## src/sv/bbrc_pkg.sv

```systemverilog
package bbrc_pkg;

  localparam int unsigned TagW    = 64;
  localparam int unsigned HandleW = 32;
  localparam int unsigned SizeW   = 40;
  localparam int unsigned HintW   = 32;
  localparam int unsigned BoxW    = 16;
  localparam int unsigned TotalW  = 45;
  localparam int unsigned DropW   = 5;
  localparam int unsigned ModeW   = 3;

  localparam logic [SizeW-1:0] BudgetReset = 40'd536870912;

  typedef enum logic [ModeW-1:0] {
    MODE_TAKE_SET = 3'd0,
    MODE_TAKE_INT = 3'd1,
    MODE_PUT_SET  = 3'd2,
    MODE_PUT_INT  = 3'd3,
    MODE_CLEAR    = 3'd4
  } mode_e;

  // controller to datapath
  typedef struct packed {
    logic load;      // capture the item and search the table
    logic promote;   // move or insert the keyed entry at the newest place
    logic drop_old;  // remove the oldest entry
    logic clear;     // empty the table
    logic lookup;    // evaluate the take result
  } cmd_t;

  // datapath to controller
  typedef struct packed {
    logic is_take;
    logic is_put;
    logic is_clear;
    logic over;      // more than one entry and resident above budget
  } stat_t;

endpackage

```

## src/sv/bbrc_ctrl.sv

```systemverilog
module bbrc_ctrl (
  input  logic            clk_i,
  input  logic            rst_ni,
  input  logic            in_valid,
  output logic            in_stall,
  output logic            out_valid,
  input  logic            out_stall,
  output bbrc_pkg::cmd_t  cmd_o,
  input  bbrc_pkg::stat_t stat_i,
  output logic            lookup_sel_o
);

  typedef enum logic [5:0] {
    ST_IDLE   = 6'b000001,
    ST_DECIDE = 6'b000010,
    ST_PROMO  = 6'b000100,
    ST_TRIM   = 6'b001000,
    ST_LOOK   = 6'b010000,
    ST_OUT    = 6'b100000
  } state_e;

  state_e state_q, state_d;

  always_comb begin
    state_d = state_q;
    cmd_o   = '0;
    in_stall  = 1'b1;
    out_valid = 1'b0;
    case (state_q)
      ST_IDLE: begin
        in_stall = 1'b0;
        if (in_valid) begin
          cmd_o.load = 1'b1;
          state_d    = ST_DECIDE;
        end
      end
      ST_DECIDE: begin
        if (stat_i.is_put) begin
          cmd_o.promote = 1'b1;
          state_d       = ST_TRIM;
        end else if (stat_i.is_take) begin
          state_d = ST_TRIM;
        end else begin
          cmd_o.clear = stat_i.is_clear;
          state_d     = ST_OUT;
        end
      end
      ST_TRIM: begin
        // drop one oldest entry a cycle while over budget
        if (stat_i.over) begin
          cmd_o.drop_old = 1'b1;
        end else if (stat_i.is_take) begin
          state_d = ST_LOOK;
        end else begin
          state_d = ST_OUT;
        end
      end
      ST_LOOK: begin
        cmd_o.lookup = 1'b1;
        state_d      = ST_OUT;
      end
      ST_OUT: begin
        out_valid = 1'b1;
        if (!out_stall) begin
          state_d = ST_IDLE;
        end
      end
      ST_PROMO: begin
        state_d = ST_TRIM;
      end
      default: begin
        state_d = ST_IDLE;
      end
    endcase
  end

  assign lookup_sel_o = (state_q == ST_LOOK);

  always_ff @(posedge clk_i or negedge rst_ni) begin
    if (!rst_ni) begin
      state_q <= ST_IDLE;
    end else begin
      state_q <= state_d;
    end
  end

endmodule

```

## config.mk

```make
export PLATFORM = sky130hd
export DESIGN_NAME = bbrc_ctrl
export DESIGN_NICKNAME = d
export VERILOG_FILES = /design/src/sv/bbrc_pkg.sv /design/src/sv/bbrc_ctrl.sv
export SDC_FILE = /design/constraint.sdc
export NUM_CORES = 1
export LEC_CHECK = 0
export BUFFER_PORTS_ARGS = -buffer_cell sky130_fd_sc_hd__buf_4
export CELL_PAD_IN_SITES_DETAIL_PLACEMENT = 1
export CELL_PAD_IN_SITES_GLOBAL_PLACEMENT = 2
export CORE_AREA = 8 8 45 47
export CTS_BUF_LIST = sky130_fd_sc_hd__clkbuf_8
export DETAILED_ROUTE_END_ITERATION = 12
export DIE_AREA = 0 0 53 55
export MAX_ROUTING_LAYER = met4
export PLACE_DENSITY_LB_ADDON = 0.08
export SLEW_MARGIN = 15
export SYNTH_ARGS = -nofsm -noshare
export SYNTH_HDL_FRONTEND = slang
export SYNTH_SLANG_ARGS = --single-unit
```

## constraint.sdc

```tcl
create_clock -name clk_i -period 2 [get_ports clk_i]
set_clock_uncertainty 0.1 [all_clocks]
set_input_delay 0.3 -clock clk_i [delete_from_list [all_inputs] [get_ports clk_i]]
set_output_delay 0.3 -clock clk_i [all_outputs]
set_load 0.02 [all_outputs]
```

==> run_results.csv, run 1 <==
group,metric,value,unit
status,status,"complete, no violations",
logic_synthesis,synth_adder_area_share,0,%
sta,fin_setup_tns,0,ps
hold_path,whs_path_depth,3,
final_layout,diodes,0,
clock_network,cts_root_buf,"clkbuf_8",
final_layout,layout-drive-gt1-share,35.7,%
worst_setup_path,r2r-start,"state_q[4]",
place,gp_congestion,0.701,
hold_path,hold_path_class,"in2reg",
logic_synthesis,synth_area,324,um^2
logic_synthesis,synth_cell_types,22,
logic_synthesis,synth-compound-area-share,12.0,%
clock_network,clock_latency,220,ps
logic_synthesis,synth_top_area_share,30.9,%
worst_setup_path,start_kind,"flip-flop",
power_and_ir_drop,seqPwrFrac,30.3,%
worst_setup_path,rr_worst_depth,4,
sta,relSlewSlack,68.7,%
sta,min_period_over_period,93.8,%
worst_setup_path,crit_fanout,6,
floorplanning,rows,14,
final_layout,fin_util,36.4,%
place,hpwlAfterDp,859,um
power_and_ir_drop,p_int,0.363,mW
floorplanning,die_h,55,um
drt,antenna_left,0,
logic_synthesis,synth_ff_type,"dfrtp_1",
logic_synthesis,synth_top_family_by_area,"simple AND/OR/NAND/NOR gates",
drt,drc,0,
logic_synthesis,synth_top_area_cell,"dfrtp_1",
final_layout,nNetsFinal,65,
grt,grt_max_degree,8,
floorplanning,start_util,23.4,%
logic_synthesis,ys_seq_area_share,39.0,%
grt,grt_pass1_vias,375,
logic_synthesis,synth_xor_area_share,2.70,%
worst_setup_path,cp-startpoint,"state_q[0]",
power_and_ir_drop,power.leakage,0.264,nW
final_layout,largest_register,"state_q",
logic_synthesis,synth-edff-count,0,
floorplanning,fp.dieW,53,um
drt,drt_iter0_markers,0,
power_and_ir_drop,pwr-share-clk,31.8,%
power_and_ir_drop,ir_drop,0.420,mV
sta,fmax,533,MHz
grt,antenna_found_initial,0,
sta,setup_viol,0,
logic_synthesis,ys_seq_elements,5,
final_layout,fill_cells,174,
final_layout,largest_registers,"state_q (5)",
clock_network,h-tree-depth,1,
hold_path,min_from,"out_stall",
place,dp_cells,67,
final_layout,finalNonFillerCells,72,
floorplanning,die_area,0.00292,mm^2
final_layout,largest_reg_flops,5,
logic_synthesis,synth-simple-area-share,42.9,%
sta,maxSlewViolCount,0,
drt,routed_wl,966,um
clock_network,cts_tree,"done",
job,drv_cap,0,
power_and_ir_drop,power_density,1100,mW/mm^2
logic_synthesis,muxShareOfSynthArea,0,%
power_and_ir_drop,pwr-share-comb,38.0,%
clock_network,clock_path_buffers,2,
worst_setup_path,required,1600,ps
power_and_ir_drop,p_total,0.552,mW
grt,grt_usage,7.56,%
logic_synthesis,synth_nets,45,
grt,grt_pass1_wl,1590,um
floorplanning,core-area,0.00138,mm^2
drt,wl_per_cell,13.4,um
clock_network,cts_sinks,5,
floorplanning,ios,16,
sta,hold_viol,0,
clock_network,cts_made_buffers,3,
clock_network,clkTransAtPathRegs,30,ps
worst_setup_path,arrival,1480,ps
clock_network,cts_setup_buffers,0,
sta,rsz0062_at_grt,"no",
grt,grt_overflow_total,0,
power_and_ir_drop,switching_share,34.3,%
logic_synthesis,syn_inst,37,
power_and_ir_drop,power_switching,0.190,mW
place,portBuffers,15,
drt,drtPass1Iterations,1,
logic_synthesis,synthTopCellsByArea,"dfrtp_1, dfstp_2, nor2_1",
worst_setup_path,cp-end-kind,"output pin",
sta,min_period,1880,ps
logic_synthesis,ys_warn_count,0,
sta,worst_pin_slew,465,ps
worst_setup_path,critPathKind,"reg2out",
final_layout,area_growth,55.6,%
logic_synthesis,syn_area_per_cell,8.76,um^2
logic_synthesis,async_reset_ff_share,100,%
drt,post_drt_via_cell_ratio,4.63,
drt,via_count,333,
-- through the flow --
stage          setup slack [ps]  hold WS (ps)  cell area [um^2]
2_1_floorplan               262         -95.6               324
3_3_place_gp                379          1.99               449
3_5_place_dp                338          6.67               449
4_1_cts                     108           240               504
5_1_grt                    35.2           272               504
6_report                    124           235               504
-- power groups by stage --
stage	Combinational [mW]	Sequential, mW	Clock, mW
CTS	0.215	0.168	0.180
finish	0.210	0.167	0.175
global route	0.233	0.171	0.190
detailed placement	0.213	0.169	0
global placement	0.208	0.167	0
floorplan	0.134	0.157	0
-- kinds of logic (layout without fill, tap and decap cells) --
logic type,Yosys count,in the layout
and+or+nand+nor,23,23
DFF,5,5
AOI/OAI and AO/OA,6,6
buffers and inverters,2,21
xor gates and xnor gates,1,1
-- repair_timing --
action	in CTS	in global routing
endpoints found under the setup margin	0	0
resized for setup	0	0
endpoints found under the hold margin	5	0
hold buffers	1	0
-- final timing paths --
kind,end,slack (ps)
min in group asynchronous,state_q[1],330
max in group asynchronous,state_q[0],1280
setup / recovery,cmd_o[1],120
hold reg to reg,state_q[0],480
setup reg to reg,state_q[5],610
hold / removal,state_q[5],230
-- layout by cell type (no fill, tap or decap), drive strengths merged, types with 2 or more instances in the layout --
| cell | instances |
|---|---|
| and4b | 2 |
| o21ai | 2 |
| nor2 | 6 |
| buf | 15 |
| nor3 | 2 |
| inv | 2 |
| clkbuf | 3 |
| nand2b | 3 |
| and3 | 3 |
| a21oi | 2 |
| dfrtp | 4 |
-- cell type report --
type                    count  area [um^2]  area share, %
multi-input cells          30          186           37.0
flip-flops and latches      5          126           25.1
repair buffers             16          123           24.3
clock buffers               3         41.3           8.19
well taps                  16         20.0           3.97
clock inverters             1         3.75          0.744
inverters                   1         3.75          0.744
-- per-layer routing --
layer  global-route usage, %  wire length [um]
met2                    13.3               487
met1                    7.34               412
met3                    2.41                60
met4                    3.88                 6
met5                       -                 0
-- cell usage after synthesis (2+ instances only) --
cell      instances
nor2_1            6
nand2b_1          3
and3_1            3
and4b_1           2
nor3_1            2
a21oi_1           2
dfrtp_1           4
-- critical path, cell delays in order (launching register included) --
cell and delay [ps]:
dfstp_2 380, nand2b_1 160, nor4_1 360, and3_1 220
buf_4 140
No activity file was read; power rests on OpenSTA's default activity.
==> run 2: changes to the inputs <==
--- a/config.mk
+++ b/config.mk
@@ -5,13 +5,14 @@
 export SDC_FILE = /design/constraint.sdc
 export NUM_CORES = 1
 export LEC_CHECK = 0
-export BUFFER_PORTS_ARGS = -buffer_cell sky130_fd_sc_hd__buf_4
+export ABC_AREA = 1
 export CELL_PAD_IN_SITES_DETAIL_PLACEMENT = 1
 export CELL_PAD_IN_SITES_GLOBAL_PLACEMENT = 2
-export CORE_AREA = 8 8 45 47
+export CORE_MARGIN = 8
+export CORE_UTILIZATION = 29
 export CTS_BUF_LIST = sky130_fd_sc_hd__clkbuf_8
 export DETAILED_ROUTE_END_ITERATION = 12
-export DIE_AREA = 0 0 53 55
+export DONT_BUFFER_PORTS = 1
 export MAX_ROUTING_LAYER = met4
 export PLACE_DENSITY_LB_ADDON = 0.08
 export SLEW_MARGIN = 15
==> constraint.sdc (replaced) <==
create_clock -name clk_i -period 1.7 [get_ports clk_i]
set_clock_uncertainty 0.1 [all_clocks]
set_input_delay 0.255 -clock clk_i [delete_from_list [all_inputs] [get_ports clk_i]]
set_output_delay 0.255 -clock clk_i [all_outputs]
set_load 0.02 [all_outputs]
==> run_results.csv, run 2 <==
group,metric,value,unit
status,status,"complete, but fails checks",
status,violations,"negative setup slack",
floorplanning,die_h,52.2,um
grt,antenna_found_initial,0,
worst_setup_path,path_cells,"buf_4 > nand3_4 > nor3_2 > buf_4",
clock_network,clkTransAtPathRegs,40,ps
final_layout,largest_reg_flops,5,
place,dp_cells,66,
power_and_ir_drop,power.leakage,0.249,nW
logic_synthesis,synth_most_common_cell,"nor2_1",
logic_synthesis,synth_commonest_cells,"nor2_1, inv_1, dfrtp_1, nand2_1, nand3_1",
logic_synthesis,synth_xor_area_share,0,%
worst_setup_path,crit_fanout,4,
logic_synthesis,async_reset_ff_share,100,%
logic_synthesis,synthTopCellsByArea,"dfrtp_1, nor2_1, inv_1",
hold_path,whs_path_depth,3,
clock_network,cts_tree,"done",
worst_setup_path,r2r_end,"state_q[5]",
hold_path,hold_path_class,"in2reg",
drt,drc,0,
sta,min_period,1700,ps
sta,min_period_over_period,100,%
grt,grt_usage,9.36,%
clock_network,cts_sinks,5,
final_layout,diodes,0,
logic_synthesis,synth_top_area_share,26.4,%
final_layout,layout_common_cells,"inv_1, nor2_1, buf_4",
final_layout,layout-drive-gt1-share,40.7,%
floorplanning,ios,16,
final_layout,fill_cells,153,
clock_network,h-tree-depth,1,
logic_synthesis,synth_top_area_cell,"dfrtp_1",
drt,drt_iter0_markers,12,
worst_setup_path,cp.depth,4,
power_and_ir_drop,power_density,1780,mW/mm^2
logic_synthesis,ys_warn_count,0,
logic_synthesis,ys_seq_area_share,33.3,%
place,placed_area,413,um^2
drt,antenna_left,0,
worst_setup_path,critPathKind,"reg2out",
job,drv_cap,0,
logic_synthesis,synth-simple-area-share,49.8,%
final_layout,finalNonFillerCells,74,
logic_synthesis,synth-edff-count,0,
logic_synthesis,synth_cell_types,19,
floorplanning,rows,13,
logic_synthesis,ys_seq_elements,5,
worst_setup_path,path_delay_family,"flip-flops",
logic_synthesis,synth_top_family_by_area,"simple AND/OR/NAND/NOR gates",
grt,grt_overflow_total,0,
floorplanning,start_util,30.3,%
worst_setup_path,path_common_cell,"buf_4",
drt,wl_per_cell,14.5,um
drt,via_count,354,
grt,grt_pass1_wl,1800,um
clock_network,cts_root_buf,"clkbuf_8",
sta,maxSlewViolCount,0,
drt,routed_wl,1070,um
clock_network,cts_made_buffers,3,
final_layout,largest_registers,"state_q (5)",
logic_synthesis,synth-compound-area-share,4.95,%
worst_setup_path,r2r-start,"state_q[4]",
floorplanning,fp.dieW,52.2,um
drt,post_drt_via_cell_ratio,4.78,
place,portBuffers,0,
grt,grt_pass1_vias,406,
sta,relSlewSlack,81.3,%
worst_setup_path,required,1340,ps
worst_setup_path,cpPeakStageDelay,540,ps
final_layout,layout_commonest_cell,"inv_1",
worst_setup_path,ff2ff_setup_slack,280,ps
logic_synthesis,synth_nets,57,
sta,worst_pin_slew,280,ps
sta,setup_ws,-3.09,ps
worst_setup_path,rr_worst_depth,7,
place,dp_slack,117,ps
sta,hold_viol,0,
logic_synthesis,synth_ff_type,"dfrtp_1",
worst_setup_path,path_buf_inv,2,
hold_path,min_from,"in_valid",
floorplanning,core-area,0.00125,mm^2
logic_synthesis,muxShareOfSynthArea,0,%
sta,fmax,587,MHz
place,gp_congestion,0.745,
worst_setup_path,slowest_stage,"dfstp_2",
worst_setup_path,start_kind,"flip-flop",
worst_setup_path,cp-end-kind,"output pin",
power_and_ir_drop,ir_drop,0.770,mV
sta,setup_viol,1,
sta,rsz0062_at_grt,"yes",
logic_synthesis,synth_adder_area_share,0,%
logic_synthesis,syn_inst,49,
sta,fin_setup_tns,-3.09,ps
floorplanning,die_area,0.00272,mm^2
final_layout,final_area,507,um^2
hold_path,holdPathEnd,"state_q[0]",
final_layout,area_growth,33.7,%
worst_setup_path,arrival,1350,ps
final_layout,nNetsFinal,68,
drt,drtPass1Iterations,4,
grt,grt_max_degree,6,
final_layout,largest_register,"state_q",
clock_network,clock_latency,220,ps
logic_synthesis,synth_area,379,um^2
logic_synthesis,syn_area_per_cell,7.74,um^2
place,hpwlAfterDp,886,um
clock_network,clock_path_buffers,2,
-- run 2: per-stage QoR --
step           total power [mW]  utilization [%]  hold slack, ps
2_1_floorplan             0.533                -            -141
3_3_place_gp              0.644             33.0            -140
3_5_place_dp              0.653             33.0            -140
4_1_cts                   0.910             40.1            48.9
5_1_grt                   0.976             40.5            66.1
6_report                  0.901             40.5            55.4
-- run 2: worst reg2reg max path, stage by stage, from the launching register on --
cell and delay [ps]:
dfrtp_1 450, nor2_4 160, nand4_1 170, nand2_2 130
buf_4 140, nor2_1 40, nand2_1 50, nand2_1 50
-- run 2: cells by family (layout without fill, tap and decap cells) --
logic type | after synthesis | count (layout)
flops | 5 | 5
simple gates | 30 | 30
compound gates | 3 | 3
buf+inv | 11 | 21
-- run 2: worst max-delay path by stage --
stage,from,endpoint,slack [ps]
5_1_grt,state_q[0],cmd_o[4],-70
6_report,state_q[0],cmd_o[4],-3
4_1_cts,state_q[0],cmd_o[4],-20
2_1_floorplan,state_q[3],cmd_o[4],50
3_3_place_gp,state_q[0],cmd_o[4],160
3_5_place_dp,state_q[0],cmd_o[4],120
-- run 2: report_power, final --
part | internal [mW] | switching (mW) | total, mW
sequential | 0.166 | 0.0399 | 0.206
combinational | 0.184 | 0.298 | 0.482
clock | 0.155 | 0.0586 | 0.213
total | 0.505 | 0.396 | 0.901
-- run 2: what timing repair did --
| item | in CTS | in global routing |
|---|---|---|
| gates cloned | 0 | 0 |
| hold buffers | 1 | 0 |
| pin swaps | 2 | 0 |
| setup endpoints to repair | 4 | 4 |
| endpoints found under the hold margin | 5 | 0 |
| resized for setup | 3 | 2 |
| buffers inserted | 3 | 0 |
-- run 2: layer usage --
metal / global-route usage, % / part of all wire, % / up-vias
met5: - / 0 / -
met4: 5.17 / 0 / 0
met3: 3.70 / 4.2 / 0
met2: 16.0 / 54 / 8
met1: 8.78 / 42 / 168
li1: - / - / 178
-- run 2: cell type report --
type / count / area (um^2) / area share (%)
multi-input combinational: 33 / 220 / 43.5
clock inverter: 1 / 3.75 / 0.741
timing repair buffer: 7 / 55.1 / 10.9
sequential: 5 / 126 / 24.9
inverter: 10 / 41.3 / 8.15
clock buffer: 3 / 41.3 / 8.15
tap: 15 / 18.8 / 3.70
